### config.mk
export PLATFORM = sky130hd
export DESIGN_NAME = decaying_coverage_grid
export DESIGN_NICKNAME = d
export VERILOG_FILES = /design/src/rtl/dcg_pkg.sv /design/src/rtl/decaying_coverage_grid.sv /design/src/rtl/dcg_ram.sv /design/src/rtl/dcg_div.sv /design/src/rtl/dcg_front.sv /design/src/rtl/dcg_back.sv
export SDC_FILE = /design/constraint.sdc
export NUM_CORES = 2
export LEC_CHECK = 0
export BUFFER_PORTS_ARGS = -buffer_cell sky130_fd_sc_hd__buf_4
export CAP_MARGIN = 20
export CORE_MARGIN = 4
export CORE_UTILIZATION = 31
export CTS_BUF_LIST = sky130_fd_sc_hd__clkbuf_16
export CTS_CLUSTER_DIAMETER = 100
export DETAILED_ROUTE_END_ITERATION = 16
export PLACE_DENSITY = 0.52
export SLEW_MARGIN = 20
export SYNTH_ARGS = -nofsm -noshare
export SYNTH_HDL_FRONTEND = slang
export SYNTH_SLANG_ARGS = --single-unit
### constraint.sdc
create_clock -name clk -period 17.5 [get_ports clk]
set_input_delay 0.875 -clock clk [delete_from_list [all_inputs] [get_ports clk]]
set_output_delay 0.875 -clock clk [all_outputs]
set_load 0.005 [all_outputs]
### src/rtl/dcg_pkg.sv
// Shared types, codes and helper functions for the decaying coverage grid.
// Used by every module of the block but dcg_ram; depends on nothing else.
`default_nettype none

package dcg_pkg;

    // Field and register widths fixed by the item formats.
    localparam int ACC_W      = 48;
    localparam int LEVEL_W    = 17;
    localparam int POS_W      = 32;
    localparam int WIDTH_W    = 31;
    localparam int ACT_W      = 2;
    localparam int CFG_IDX_W  = 2;
    localparam int CFG_DATA_W = 31;

    // Action codes carried in the input tuser field.
    localparam logic [ACT_W-1:0] ACT_VISIT = 2'd0;
    localparam logic [ACT_W-1:0] ACT_DECAY = 2'd1;
    localparam logic [ACT_W-1:0] ACT_SUM   = 2'd2;
    localparam logic [ACT_W-1:0] ACT_CLEAR = 2'd3;

    // Configuration register indexes.
    localparam logic [CFG_IDX_W-1:0] REG_BORDER_ONLY  = 2'd0;
    localparam logic [CFG_IDX_W-1:0] REG_CELL_WIDTH_X = 2'd1;
    localparam logic [CFG_IDX_W-1:0] REG_CELL_WIDTH_Y = 2'd2;
    localparam logic [CFG_IDX_W-1:0] REG_DECAY_STEP   = 2'd3;

    // Level of a freshly visited cell (1.0 in Q1.16) and accumulator ceiling.
    localparam logic [LEVEL_W-1:0] LEVEL_ONE = 17'h10000;
    localparam logic [ACC_W-1:0]   ACC_MAX   = {ACC_W{1'b1}};

    // One classified command as it sits in the queue.
    typedef struct packed {
        logic [ACT_W-1:0] action;
        logic [POS_W-1:0] pos_x;
        logic [POS_W-1:0] pos_y;
    } cmd_t;

    // Configuration register set.
    typedef struct packed {
        logic               border_only;
        logic [WIDTH_W-1:0] cell_width_x;
        logic [WIDTH_W-1:0] cell_width_y;
        logic [LEVEL_W-1:0] decay_step;
    } cfg_t;

    // Status from the back part to the front part.
    typedef struct packed {
        logic pop;
        logic init_busy;
    } back_stat_t;

    // Magnitude of a signed position; the most negative value maps to 2^31.
    function automatic logic [POS_W-1:0] pos_mag(input logic [POS_W-1:0] pos);
        pos_mag = pos[POS_W-1] ? (~pos + 1'b1) : pos;
    endfunction

    // A cell width of zero behaves as a width of one.
    function automatic logic [WIDTH_W-1:0] width_fix(input logic [WIDTH_W-1:0] w);
        width_fix = (w == '0) ? WIDTH_W'(1) : w;
    endfunction

endpackage

`default_nettype wire

### src/rtl/decaying_coverage_grid.sv
// Top level of the decaying coverage grid: configuration registers, front
// queue and back execution unit. Depends on dcg_pkg, dcg_front, dcg_back.
//
//  Channel  Direction  Handshake            Payload
//  s_*      in         s_tvalid / s_tready  tdata: pos_x, pos_y; tuser: action
//  m_*      out        m_tvalid / m_tready  tdata: grid_sum_total; tuser: cell_hit
//  cfg_*    in         cfg_valid / cfg_ready  cfg_index, cfg_data
//
// A visit runs two 32-step divisions on one shared divider.
// Decay and sum walk every cell, one cell a cycle through the RAM port;
// a clear zeroes every cell, one cell written a cycle.
// After reset the store is zeroed with s_tready low.
// A two-entry queue and the output register let either side stall on its own.
`default_nettype none

module decaying_coverage_grid #(
    parameter int GRID_X = 10,
    parameter int GRID_Y = 10
) (
    input  wire logic                           clk,
    input  wire logic                           rst_n,
    input  wire logic                           s_tvalid,
    output logic                                s_tready,
    input  wire logic [2*dcg_pkg::POS_W-1:0]    s_tdata,    // pos_x [31:0], pos_y [63:32]
    input  wire logic [dcg_pkg::ACT_W-1:0]      s_tuser,    // action [1:0]
    output logic                                m_tvalid,
    input  wire logic                           m_tready,
    output logic      [dcg_pkg::ACC_W-1:0]      m_tdata,    // grid_sum_total [47:0]
    output logic                                m_tuser,    // cell_hit [0]
    input  wire logic                           cfg_valid,
    output logic                                cfg_ready,
    input  wire logic [dcg_pkg::CFG_IDX_W-1:0]  cfg_index,
    input  wire logic [dcg_pkg::CFG_DATA_W-1:0] cfg_data
);

    import dcg_pkg::*;

    cfg_t       cfg_reg, cfg_next;
    cmd_t       cmd;
    logic       cmd_valid;
    back_stat_t stat;

    // Configuration writes are taken at any time.
    assign cfg_ready = 1'b1;

    always_comb
    begin
        cfg_next = cfg_reg;
        if (cfg_valid && cfg_ready)
        begin
            unique case (cfg_index)
                REG_BORDER_ONLY:  cfg_next.border_only  = cfg_data[0];
                REG_CELL_WIDTH_X: cfg_next.cell_width_x = cfg_data[WIDTH_W-1:0];
                REG_CELL_WIDTH_Y: cfg_next.cell_width_y = cfg_data[WIDTH_W-1:0];
                REG_DECAY_STEP:   cfg_next.decay_step   = cfg_data[LEVEL_W-1:0];
                default:          cfg_next = cfg_reg;
            endcase
        end
    end

    always_ff @(posedge clk or negedge rst_n)
    begin
        if (!rst_n)
        begin
            cfg_reg.border_only  <= 1'b0;
            cfg_reg.cell_width_x <= WIDTH_W'(32768);
            cfg_reg.cell_width_y <= WIDTH_W'(32768);
            cfg_reg.decay_step   <= LEVEL_W'(33);
        end
        else
        begin
            cfg_reg <= cfg_next;
        end
    end

    dcg_front u_front (
        .clk       (clk),
        .rst_n     (rst_n),
        .s_tvalid  (s_tvalid),
        .s_tready  (s_tready),
        .s_tdata   (s_tdata),
        .s_tuser   (s_tuser),
        .cmd       (cmd),
        .cmd_valid (cmd_valid),
        .stat      (stat)
    );

    dcg_back #(
        .GRID_X (GRID_X),
        .GRID_Y (GRID_Y)
    ) u_back (
        .clk       (clk),
        .rst_n     (rst_n),
        .cfg       (cfg_reg),
        .cmd       (cmd),
        .cmd_valid (cmd_valid),
        .stat      (stat),
        .m_tvalid  (m_tvalid),
        .m_tready  (m_tready),
        .m_tdata   (m_tdata),
        .m_tuser   (m_tuser)
    );

endmodule

`default_nettype wire

### src/rtl/dcg_ram.sv
// Generic simple dual-port RAM: one write port, one read port, registered read.
// Depends on nothing.
`default_nettype none

module dcg_ram #(
    parameter int WIDTH = 17,
    parameter int DEPTH = 100
) (
    input  wire logic                     clk,
    input  wire logic                     we,
    input  wire logic [$clog2(DEPTH)-1:0] waddr,
    input  wire logic [WIDTH-1:0]         wdata,
    input  wire logic [$clog2(DEPTH)-1:0] raddr,
    output logic      [WIDTH-1:0]         rdata
);

    logic [WIDTH-1:0] mem [DEPTH];

    // Write port and registered read port.
    always_ff @(posedge clk)
    begin
        if (we)
        begin
            mem[waddr] <= wdata;
        end
        rdata <= mem[raddr];
    end

endmodule

`default_nettype wire

### src/rtl/dcg_div.sv
// Restoring divider, one quotient bit per cycle, for binning a position magnitude.
// Depends on dcg_pkg.
`default_nettype none

module dcg_div (
    input  wire logic                        clk,
    input  wire logic                        rst_n,
    input  wire logic                        start,
    input  wire logic [dcg_pkg::POS_W-1:0]   dividend,
    input  wire logic [dcg_pkg::WIDTH_W-1:0] divisor,
    output logic                             done,
    output logic      [dcg_pkg::POS_W-1:0]   quotient
);

    import dcg_pkg::*;

    localparam int CNT_W = $clog2(POS_W);

    logic               busy_reg, busy_next;
    logic               done_reg, done_next;
    logic [CNT_W-1:0]   cnt_reg, cnt_next;
    logic [WIDTH_W-1:0] rem_reg, rem_next;
    logic [POS_W-1:0]   quo_reg, quo_next;
    logic [WIDTH_W-1:0] dvs_reg, dvs_next;
    logic [WIDTH_W:0]   trial;
    logic               fits;

    // One trial subtraction of the shifted remainder.
    assign trial = {rem_reg, quo_reg[POS_W-1]};
    assign fits  = (trial >= {1'b0, dvs_reg});

    always_comb
    begin
        busy_next = busy_reg;
        done_next = 1'b0;
        cnt_next  = cnt_reg;
        rem_next  = rem_reg;
        quo_next  = quo_reg;
        dvs_next  = dvs_reg;
        if (start)
        begin
            busy_next = 1'b1;
            cnt_next  = '0;
            rem_next  = '0;
            quo_next  = dividend;
            dvs_next  = divisor;
        end
        else if (busy_reg)
        begin
            rem_next = fits ? WIDTH_W'(trial - {1'b0, dvs_reg}) : trial[WIDTH_W-1:0];
            quo_next = {quo_reg[POS_W-2:0], fits};
            cnt_next = cnt_reg + 1'b1;
            if (cnt_reg == CNT_W'(POS_W - 1))
            begin
                busy_next = 1'b0;
                done_next = 1'b1;
            end
        end
    end

    always_ff @(posedge clk or negedge rst_n)
    begin
        if (!rst_n)
        begin
            busy_reg <= 1'b0;
            done_reg <= 1'b0;
            cnt_reg  <= '0;
        end
        else
        begin
            busy_reg <= busy_next;
            done_reg <= done_next;
            cnt_reg  <= cnt_next;
        end
    end

    // Datapath registers need no reset.
    always_ff @(posedge clk)
    begin
        rem_reg <= rem_next;
        quo_reg <= quo_next;
        dvs_reg <= dvs_next;
    end

    assign done     = done_reg;
    assign quotient = quo_reg;

endmodule

`default_nettype wire

### src/rtl/dcg_front.sv
// Front part: accepts input transactions, decodes them into commands and
// holds them in a two-entry queue for the back part. Depends on dcg_pkg.
`default_nettype none

module dcg_front (
    input  wire logic                        clk,
    input  wire logic                        rst_n,
    input  wire logic                        s_tvalid,
    output logic                             s_tready,
    input  wire logic [2*dcg_pkg::POS_W-1:0] s_tdata,
    input  wire logic [dcg_pkg::ACT_W-1:0]   s_tuser,
    output dcg_pkg::cmd_t                    cmd,
    output logic                             cmd_valid,
    input  wire dcg_pkg::back_stat_t         stat
);

    import dcg_pkg::*;

    cmd_t       q_reg [2];
    logic       wr_ptr_reg, wr_ptr_next;
    logic       rd_ptr_reg, rd_ptr_next;
    logic [1:0] count_reg, count_next;
    logic       push;
    logic       pop;
    cmd_t       in_cmd;

    // Decode the incoming transaction into a command.
    always_comb
    begin
        in_cmd.action = s_tuser;
        in_cmd.pos_x  = s_tdata[POS_W-1:0];
        in_cmd.pos_y  = s_tdata[2*POS_W-1:POS_W];
    end

    // Nothing enters while the grid store is being cleared after reset.
    assign s_tready = (count_reg != 2'd2) && !stat.init_busy;
    assign push     = s_tvalid && s_tready;
    assign pop      = stat.pop && (count_reg != 2'd0);

    always_comb
    begin
        wr_ptr_next = push ? ~wr_ptr_reg : wr_ptr_reg;
        rd_ptr_next = pop ? ~rd_ptr_reg : rd_ptr_reg;
        count_next  = count_reg + {1'b0, push} - {1'b0, pop};
    end

    always_ff @(posedge clk or negedge rst_n)
    begin
        if (!rst_n)
        begin
            wr_ptr_reg <= 1'b0;
            rd_ptr_reg <= 1'b0;
            count_reg  <= 2'd0;
        end
        else
        begin
            wr_ptr_reg <= wr_ptr_next;
            rd_ptr_reg <= rd_ptr_next;
            count_reg  <= count_next;
        end
    end

    // Queue storage.
    always_ff @(posedge clk)
    begin
        if (push)
        begin
            q_reg[wr_ptr_reg] <= in_cmd;
        end
    end

    assign cmd       = q_reg[rd_ptr_reg];
    assign cmd_valid = (count_reg != 2'd0);

endmodule

`default_nettype wire

### src/rtl/dcg_back.sv
// Back part: carries out queued commands on the cell store, owns the
// accumulator and the output register. Depends on dcg_pkg, dcg_div, dcg_ram.
`default_nettype none

module dcg_back #(
    parameter int GRID_X = 10,
    parameter int GRID_Y = 10
) (
    input  wire logic                      clk,
    input  wire logic                      rst_n,
    input  wire dcg_pkg::cfg_t             cfg,
    input  wire dcg_pkg::cmd_t             cmd,
    input  wire logic                      cmd_valid,
    output dcg_pkg::back_stat_t            stat,
    output logic                           m_tvalid,
    input  wire logic                      m_tready,
    output logic      [dcg_pkg::ACC_W-1:0] m_tdata,
    output logic                           m_tuser
);

    import dcg_pkg::*;

    localparam int NCELLS = GRID_X * GRID_Y;
    localparam int AW     = $clog2(NCELLS);
    localparam int CNTW   = $clog2(NCELLS + 1);
    localparam int XW     = $clog2(GRID_X);
    localparam int YW     = $clog2(GRID_Y);
    localparam int SUMW   = LEVEL_W + AW;

    localparam logic [2:0] ST_INIT  = 3'd0;
    localparam logic [2:0] ST_IDLE  = 3'd1;
    localparam logic [2:0] ST_DIVX  = 3'd2;
    localparam logic [2:0] ST_DIVY  = 3'd3;
    localparam logic [2:0] ST_VISIT = 3'd4;
    localparam logic [2:0] ST_WALK  = 3'd5;
    localparam logic [2:0] ST_CLR   = 3'd6;
    localparam logic [2:0] ST_EMIT  = 3'd7;

    logic [2:0]       state_reg, state_next;
    logic [CNTW-1:0]  cnt_reg, cnt_next;
    logic             pend_reg, pend_next;
    logic [AW-1:0]    paddr_reg, paddr_next;
    cmd_t             cmd_reg, cmd_next;
    logic             bx_ok_reg, bx_ok_next;
    logic [XW-1:0]    bx_reg, bx_next;
    logic [SUMW-1:0]  sum_reg, sum_next;
    logic [ACC_W-1:0] acc_reg, acc_next;
    logic             hit_reg, hit_next;
    logic             out_valid_reg, out_valid_next;
    logic [ACC_W-1:0] out_data_reg, out_data_next;
    logic             out_hit_reg, out_hit_next;

    logic               div_start;
    logic [POS_W-1:0]   div_dividend;
    logic [WIDTH_W-1:0] div_divisor;
    logic               div_done;
    logic [POS_W-1:0]   div_quo;

    logic               ram_we;
    logic [AW-1:0]      ram_waddr;
    logic [LEVEL_W-1:0] ram_wdata;
    logic [LEVEL_W-1:0] ram_rdata;

    logic               by_ok;
    logic [YW-1:0]      by_bin;
    logic               edge_cell;
    logic               cell_tracked;
    logic [AW-1:0]      cell_addr;
    logic [LEVEL_W-1:0] decayed;
    logic [ACC_W:0]     acc_sum;
    logic               out_free;

    dcg_div u_div (
        .clk      (clk),
        .rst_n    (rst_n),
        .start    (div_start),
        .dividend (div_dividend),
        .divisor  (div_divisor),
        .done     (div_done),
        .quotient (div_quo)
    );

    dcg_ram #(
        .WIDTH (LEVEL_W),
        .DEPTH (NCELLS)
    ) u_cells (
        .clk   (clk),
        .we    (ram_we),
        .waddr (ram_waddr),
        .wdata (ram_wdata),
        .raddr (cnt_reg[AW-1:0]),
        .rdata (ram_rdata)
    );

    // Binning of the y axis straight from the divider, then the cell check.
    assign by_ok = (!cmd_reg.pos_y[POS_W-1] || div_quo == '0)
                   && (div_quo < POS_W'(GRID_Y));
    assign by_bin = div_quo[YW-1:0];
    assign edge_cell = (bx_reg == '0) || (by_bin == '0)
                       || (bx_reg == XW'(GRID_X - 1)) || (by_bin == YW'(GRID_Y - 1));
    assign cell_tracked = bx_ok_reg && by_ok && (!cfg.border_only || edge_cell);
    assign cell_addr = AW'(bx_reg) * AW'(GRID_Y) + AW'(by_bin);

    // Decay of one level and saturating update of the accumulator.
    assign decayed  = (ram_rdata > cfg.decay_step) ? (ram_rdata - cfg.decay_step) : '0;
    assign acc_sum  = {1'b0, acc_reg} + (ACC_W + 1)'(sum_reg);
    assign out_free = !out_valid_reg || m_tready;

    always_comb
    begin
        state_next     = state_reg;
        cnt_next       = cnt_reg;
        pend_next      = 1'b0;
        paddr_next     = cnt_reg[AW-1:0];
        cmd_next       = cmd_reg;
        bx_ok_next     = bx_ok_reg;
        bx_next        = bx_reg;
        sum_next       = sum_reg;
        acc_next       = acc_reg;
        hit_next       = hit_reg;
        out_valid_next = out_valid_reg && !m_tready;
        out_data_next  = out_data_reg;
        out_hit_next   = out_hit_reg;
        div_start      = 1'b0;
        div_dividend   = pos_mag(cmd.pos_x);
        div_divisor    = width_fix(cfg.cell_width_x);
        ram_we         = 1'b0;
        ram_waddr      = cnt_reg[AW-1:0];
        ram_wdata      = '0;
        stat.pop       = 1'b0;
        stat.init_busy = (state_reg == ST_INIT);

        unique case (state_reg) inside
            // Zero the store, one cell per cycle.
            ST_INIT, ST_CLR:
            begin
                ram_we   = 1'b1;
                cnt_next = cnt_reg + 1'b1;
                if (cnt_reg == CNTW'(NCELLS - 1))
                begin
                    state_next = (state_reg == ST_INIT) ? ST_IDLE : ST_EMIT;
                end
            end

            // Take the next command and start its work.
            ST_IDLE:
            begin
                if (cmd_valid)
                begin
                    stat.pop = 1'b1;
                    cmd_next = cmd;
                    cnt_next = '0;
                    hit_next = 1'b0;
                    sum_next = '0;
                    unique case (cmd.action) inside
                        ACT_VISIT:
                        begin
                            div_start  = 1'b1;
                            state_next = ST_DIVX;
                        end
                        ACT_DECAY, ACT_SUM:
                        begin
                            state_next = ST_WALK;
                        end
                        ACT_CLEAR:
                        begin
                            acc_next   = '0;
                            state_next = ST_CLR;
                        end
                        default:
                        begin
                            state_next = ST_IDLE;
                        end
                    endcase
                end
            end

            // Bin along x, then start y on the shared divider.
            ST_DIVX:
            begin
                if (div_done)
                begin
                    bx_ok_next   = (!cmd_reg.pos_x[POS_W-1] || div_quo == '0)
                                   && (div_quo < POS_W'(GRID_X));
                    bx_next      = div_quo[XW-1:0];
                    div_start    = 1'b1;
                    div_dividend = pos_mag(cmd_reg.pos_y);
                    div_divisor  = width_fix(cfg.cell_width_y);
                    state_next   = ST_DIVY;
                end
            end

            ST_DIVY:
            begin
                if (div_done)
                begin
                    state_next = ST_VISIT;
                end
            end

            // The y quotient is held in the divider; mark the cell if tracked.
            ST_VISIT:
            begin
                hit_next   = cell_tracked;
                ram_we     = cell_tracked;
                ram_waddr  = cell_addr;
                ram_wdata  = LEVEL_ONE;
                state_next = ST_EMIT;
            end

            // Read every cell in turn; decay writes it back in the next cycle.
            ST_WALK:
            begin
                if (cnt_reg < CNTW'(NCELLS))
                begin
                    pend_next = 1'b1;
                    cnt_next  = cnt_reg + 1'b1;
                end
                if (pend_reg)
                begin
                    if (cmd_reg.action == ACT_DECAY)
                    begin
                        ram_we    = 1'b1;
                        ram_waddr = paddr_reg;
                        ram_wdata = decayed;
                    end
                    else
                    begin
                        sum_next = sum_reg + SUMW'(ram_rdata);
                    end
                end
                if (cnt_reg == CNTW'(NCELLS) && !pend_reg)
                begin
                    if (cmd_reg.action == ACT_SUM)
                    begin
                        acc_next = acc_sum[ACC_W] ? ACC_MAX : acc_sum[ACC_W-1:0];
                    end
                    state_next = ST_EMIT;
                end
            end

            // Hand the result to the output register.
            ST_EMIT:
            begin
                if (out_free)
                begin
                    out_valid_next = 1'b1;
                    out_data_next  = acc_reg;
                    out_hit_next   = hit_reg;
                    state_next     = ST_IDLE;
                end
            end

            default:
            begin
                state_next = ST_IDLE;
            end
        endcase
    end

    always_ff @(posedge clk or negedge rst_n)
    begin
        if (!rst_n)
        begin
            state_reg     <= ST_INIT;
            cnt_reg       <= '0;
            pend_reg      <= 1'b0;
            acc_reg       <= '0;
            out_valid_reg <= 1'b0;
        end
        else
        begin
            state_reg     <= state_next;
            cnt_reg       <= cnt_next;
            pend_reg      <= pend_next;
            acc_reg       <= acc_next;
            out_valid_reg <= out_valid_next;
        end
    end

    // Payload registers.
    always_ff @(posedge clk)
    begin
        paddr_reg    <= paddr_next;
        cmd_reg      <= cmd_next;
        bx_ok_reg    <= bx_ok_next;
        bx_reg       <= bx_next;
        sum_reg      <= sum_next;
        hit_reg      <= hit_next;
        out_data_reg <= out_data_next;
        out_hit_reg  <= out_hit_next;
    end

    assign m_tvalid = out_valid_reg;
    assign m_tdata  = out_data_reg;
    assign m_tuser  = out_hit_reg;

`ifndef SYNTHESIS
    // No command leaves the queue while the store is still being cleared.
    assert property (@(posedge clk) disable iff (!rst_n)
        state_reg == ST_INIT |-> !stat.pop)
    else $error("command popped during the clearing pass");

    // The store is written only by the states that own it.
    assert property (@(posedge clk) disable iff (!rst_n)
        ram_we |-> (state_reg == ST_INIT || state_reg == ST_CLR
                    || state_reg == ST_VISIT || state_reg == ST_WALK))
    else $error("cell store written from an unexpected state");

    // A divider result only arrives while a visit waits for it.
    assert property (@(posedge clk) disable iff (!rst_n)
        div_done |-> (state_reg == ST_DIVX || state_reg == ST_DIVY))
    else $error("divider finished outside a visit");

    // The walk counter never runs past the cell count.
    assert property (@(posedge clk) disable iff (!rst_n)
        cnt_reg <= CNTW'(NCELLS))
    else $error("walk counter overran the grid");

    // A result is only loaded into a free output register.
    assert property (@(posedge clk) disable iff (!rst_n)
        (state_reg == ST_EMIT && out_valid_reg && !m_tready) |=> state_reg == ST_EMIT)
    else $error("result emitted over a waiting transaction");
`endif

endmodule

`default_nettype wire

---- Yosys cells after proc, flatten, opt, wreduce, memory -nomap -nowiden ----
Memories as Yosys holds them, arrays and structs flattened. A register that Yosys moved wholly into a read port is not among the register bits.
Cells that the tools add are included.
word-level totals
  register bits after elaboration ......... 397
  RAM bits ................................ 1,832
  input port bits ......................... 104
  output and inout bits ................... 52
  memories ................................ 2
cells by class
  add/sub/neg operators ................... 11
  multiply operators ...................... 1
  $lt $le $gt $ge ......................... 4
  equal/unequal tests ..................... 32
  multiplexer cells ....................... 67
  bitwise operators ....................... 4
  reduce and logical (&&, ||, !) cells .... 50
memories
  memory              depth  width  rd ports  clocked after Yosys merged registers in  write ports  line             RTL
  u_back.u_cells.mem  100    17     1         1                                        1            dcg_ram.sv:17    logic [WIDTH-1:0] mem [DEPTH];
  u_front.q_reg       2      66     1         0                                        1            dcg_front.sv:19  cmd_t q_reg [2];
operator list
  kind                                                         number
  2-to-1 mux 48 bit                                            5
  2-to-1 mux 32 bit                                            6
  2-to-1 mux 31 bit                                            5
  case mux 48 bit (2 select lines)                             1
  2-to-1 mux 24 bit                                            3
  adder 32 x 1 -> 32 bit, second input constant                2
  inverter 32 bit                                              2
  logical NOT 31 bit                                           2
  2-to-1 mux 17 bit                                            3
  adder 48 x 24 -> 49 bit                                      1
  case mux 24 bit (2 select lines)                             1
  case mux 17 bit (2 select lines)                             1
  >= comparator 32 x 31 -> 1 bit                               1
  logical NOT 32 bit                                           1
  less-than comparator 32 x 4 -> 1 bit, second input constant  1
  subtractor 31 bit                                            1
  2-to-1 mux 7 bit                                             4
  adder 24 x 17 -> 24 bit                                      1
  2-to-1 mux 1 bit                                             22
  2-to-1 mux 3 bit                                             7
  case mux 3 bit (7 select lines)                              1
  case mux 7 bit (3 select lines)                              1
  != test 2 bit, second input constant                         9
  greater-than comparator 17 bit                               1
  37 further kinds                                             87

---- Depth between registers and ports, before layout ----
  word-level depth ........................ 9
  mapped depth ............................ 18
  depth with buffers taken out ............ 14

---- Modules after synthesis ----
Synthesis repeated with hierarchy kept, for this count alone.
second synthesis, totals
  cell total of the unflattened synthesis .. 5,066
  area, all modules ....................... 91,546.6 um^2
modules (own cells, without submodules)
  module                  times used  cells each  area each (um^2)
  dcg_ram                 1           2,800       65,507.8
  dcg_back                1           1,305       12,172.9
  dcg_div                 1           564         5,773.0
  dcg_front               1           224         5,084.9
  decaying_coverage_grid  1           173         3,007.9

---- Worst setup path after synthesis ----
Ideal clock, no wire load.
  kind .................................... register to register
  start point ............................. register cfg_reg[3] in the netlist's numbering
  end point ............................... memory u_back.u_cells.mem[0][9] (data pin)
  setup time .............................. 992 ps
  arrival time ............................ 6,174 ps
  required time ........................... 16,508 ps
  setup slack ............................. 10,333 ps
  stages on the path, launching flop included .. 13
  cells stage by stage .................... dfrtp_1 -> inv_1 -> ha_1 -> and3_1 -> o21ai_0 -> o21ai_0 -> nor4_1 -> a21oi_1 -> a41oi_1 -> a21oi_1 -> a41o_1 -> o31ai_4 -> nor3b_1
on the way
  word-level cells in the longest chain between the ends .. 5
  elaborated cells on any way between the ends .. 6
RTL lines
  what                                                                 line                          RTL
  start, declared                                                      decaying_coverage_grid.sv:38  cfg_t cfg_reg, cfg_next;
  start signal, assigned                                               decaying_coverage_grid.sv:72  cfg_reg <= cfg_next;
  subtractor 17 bit or greater-than comparator 17 bit (tied branches)  dcg_back.sv:105               assign decayed = (ram_rdata > cfg.decay_step) ? (ram_rdata - cfg.decay_step) : '0;
  2-to-1 mux 17 bit (*)                                                dcg_back.sv:105
  2-to-1 mux 17 bit (*)                                                dcg_back.sv:221               if (cmd_reg.action == ACT_DECAY)
  2-to-1 mux 17 bit (*)                                                dcg_back.sv:219               if (pend_reg)
  case mux 17 bit (2 select lines) (*)                                 dcg_back.sv:133               unique case (state_reg) inside
  via u_back.ram_wdata[9]                                              dcg_back.sv:61                logic [LEVEL_W-1:0] ram_wdata;
  end, declared                                                        dcg_ram.sv:17
The timed path passes the listed nets; every way through them passes the cells marked *.

==> flow_summary.yaml <==
global_routing:
  grt_start_max_net_pins: 109
  antenna_found_initial: 24
  grt_pass1_vias: 47080
  grt_remaining_overflow: 0
  grt_first_pass_wirelength_um: 340500
  track_usage_pct: 15.35
critical_path:
  critical_path_arrival_ns: 6.79
  path_max_fanout: 43
  critPathCaptureType: "flop"
  crit_path_start_kind: "flop"
  crit_required_ns: 18.25
  crit_type: "reg2reg"
floorplan:
  rows: 198
  chipHeight_um: 549
  die_area_sq_mm: 0.3014
  ioPinCount: 156
  coreArea_sq_mm: 0.2911
  initial_core_util_pct: 31.17
  die_width_um: 549
timing:
  max_freq_mhz: 165.7
  layout_min_cycle_time_ns: 6.035
  fin_skew_ns: 0.04920
  hold_viol: 0
  fin_setup_tns_ns: 0
  setup_violations: 0
  slew_headroom_pct: 26.20
  worst_slew_pin_slew_ns: 1.107
  fin_crit_sh_pct: 34.49
  slew_violations: 0
  grt_setup_unrepaired: "no"
routing:
  vias_per_cell: 5.087
  ant_nets: 0
  wire_per_inst_um: 25.45
  drtIter0Drc: 4718
  drt-total-wl_um: 236200
  num_vias: 47200
  drcViolationCount: 0
  firstDrtPassIters: 5
flow_run:
  maxCapViolCount: 0
yosys:
  yosysWarnings: 0
  syn-instance-count: 4825
  synth_seq_cells: 2215
  ys_seq_area_share_pct: 71.87
  async_flop_share_pct: 6.817
  synth_cell_types: 85
  synth-edff-count: 2009
  syn_area_per_cell_sq_um: 18.80
  syn_nets: 5041
  synth_area_sq_mm: 0.09073
  synth_flop_cell: "edfxtp_1"
finish:
  synthToLayoutAreaGrowth_pct: 15.68
  finalInstanceArea_sq_mm: 0.1050
  final-instance-count-excl-fill: 9279
  nFillCells: 26990
  largest_reg_flops: 1700
  drive_above_1_share_pct: 26.05
  finalNetCount: 5383
placement:
  gp_congestion: 0.7837
  dp_cells: 8829
  post_dp_cell_area_sq_mm: 0.09731
  port-buffer-count: 154
  hpwl_um: 138000
outcome:
  outcome: "complete, no violations"
clock_network:
  cts_tree: "built"
  h-tree-depth: 4
  postCtsSetupRepairBufs: 0
  clk_path_buf_depth: 3
  clock_latency_ns: 0.86
  clk_pin_slew_worst_paths_ns: 0.06
  cts_root_buf: "clkbuf_16"
  holdBufCountCts: 0
  numClockSinks: 2215
  post_cts_resized: 0
  cts_buffers: 232
power:
  p_leak_nw: 30.23
  peakVddDrop_v: 0.00008739
  powerDensity_mw_per_mm2: 102.1
min_path:
  hold_class: "in2async"
## critical path, cell delays in order, from the launching register on
cell,delay [ns]
dfrtp_4,0.83
buf_4,0.76
buf_4,0.70
buf_4,0.81
buf_4,0.82
mux4_2,0.59
mux4_2,0.53
mux4_2,0.49
mux2_2,0.26
## synthesized netlist by cell type, types with 12 or more instances
cell      instances  area (sq um)
nand3_1          40         200.2
a211oi_1         50         375.4
a31oi_1          21         131.4
buf_2            69         345.3
mux2_2          133          1498
buf_1            25         93.84
nor3_1           55         275.3
clkbuf_1        108         405.4
o21bai_1         14         105.1
o21ai_0         156         780.8
ha_1            106          1326
nand2_1         179         671.9
nand2b_1         17         106.4
a21oi_1         140         700.7
nor2b_1          19         118.9
inv_1            93         349.1
nor4_1           25         156.4
dfxtp_1          55          1101
mux4_2          544         12250
xnor2_1          80         700.7
or3_1            13         81.33
edfxtp_1       2009         60330
and2_1           12         75.07
nor2_1          277          1040
nor3b_1          12         90.09
mux2i_1          66         660.6
a22o_1           30         262.8
o21a_1           15         112.6
xor2_1           69         604.3
nand4_1          21         131.4
dfrtp_1         147          3679
buf_4            15         112.6
and3_1           22         137.6
o31ai_1          17         127.6
a21o_1           36         270.3
## routing by layer
| layer | track usage [%] | share of wire (%) | wire length (um) |
|---|---|---|---|
| met1 | 22.38 | 45 | 106700 |
| met2 | 24.22 | 46 | 109800 |
| met3 | 2.712 | 6.5 | 15320 |
| met4 | 2.993 | 1.8 | 4289 |
| met5 | 0 | 0.014 | 34 |
## cell type report
cell class	count	area [sq um]	area share [%]
diodes	8	20.02	0.01907
flip-flops and latches	2215	65230	62.15
inverters	94	357.8	0.3409
well taps	3900	4880	4.649
clock inverters	203	1605	1.529
clock buffers	235	5881	5.603
multi-input cells	2295	24390	23.24
repair buffers	329	2592	2.470
## path summary, 6_finish.rpt
path	from	endpoint	slack, ns	cells after the start
worst max-delay path	u_back.cnt_reg[0]$_DFFE_PN0P_	u_back.u_cells.rdata[9]$_DFF_P_	11.46	8
worst min-delay path	rst_n	cfg_reg[38]$_DFFE_PN0P_	0.13	1
max in group asynchronous	rst_n	u_back.acc_reg[3]$_DFFE_PN0P_	15.95	2
worst max register to register	u_back.cnt_reg[0]$_DFFE_PN0P_	u_back.u_cells.rdata[9]$_DFF_P_	11.46	8
worst min register to register	u_back.acc_reg[34]$_DFFE_PN0P_	u_back.m_tdata[34]$_DFFE_PP_	0.48	0
min in group clk	s_tdata[55]	u_front.q_reg[1][23]$_DFFE_PP_	0.21	1
## cell families after synthesis
| kind of cell | count (synthesis) | synth area share [%] |
|---|---|---|
| xor+xnor | 149 | 1.438 |
| flops | 2215 | 71.87 |
| mux | 743 | 15.88 |
| simple gates | 718 | 3.627 |
| compound gates | 572 | 4.086 |
| buf+inv | 315 | 1.493 |
| fa+ha+maj | 112 | 1.594 |
| other cells | 1 | 0.004133 |
## metrics by stage
stage	util (%)	power (mW)	hold WS (ns)	setup WS (ns)
final	36.06	10.71	0.1332	11.46
after global routing	36.05	11.09	0.1556	10.88
after CTS	36.00	10.83	0.1016	11.09
after detailed placement	33.43	6.036	0.4689	11.11
after global placement	33.43	6.034	0.4563	11.11
after floorplan	-	5.961	0.3422	10.33
## cell usage in the layout, fill, tap and decap left out, drive strengths merged, types with 15 or more instances in the layout
master     n
o31ai     19
dfrtp    147
mux2     133
a22o      30
nor3      58
a21o      36
xnor2     80
and3      22
nor4      25
mux4     544
bufinv    19
edfxtp  2009
xor2      69
nor2     277
nand3     40
dfxtp     55
mux2i     66
buf      329
o21a      15
a31oi     22
o21ai    160
a211oi    52
a21oi    141
ha       106
nand4     21
clkbuf   235
nand2b    17
nor2b     19
inv      167
nand2    179
clkinv   106
## power by group
group | switching [mW] | internal [mW] | total, mW | leakage (nW)
combinational | 0.0844 | 0.0812 | 0.166 | 9.46
clock | 2.07 | 2.72 | 4.79 | 3.90
sequential | 0.0277 | 5.73 | 5.76 | 16.9
total | 2.18 | 8.53 | 10.7 | 30.2
(Power assumes the default switching activity.)
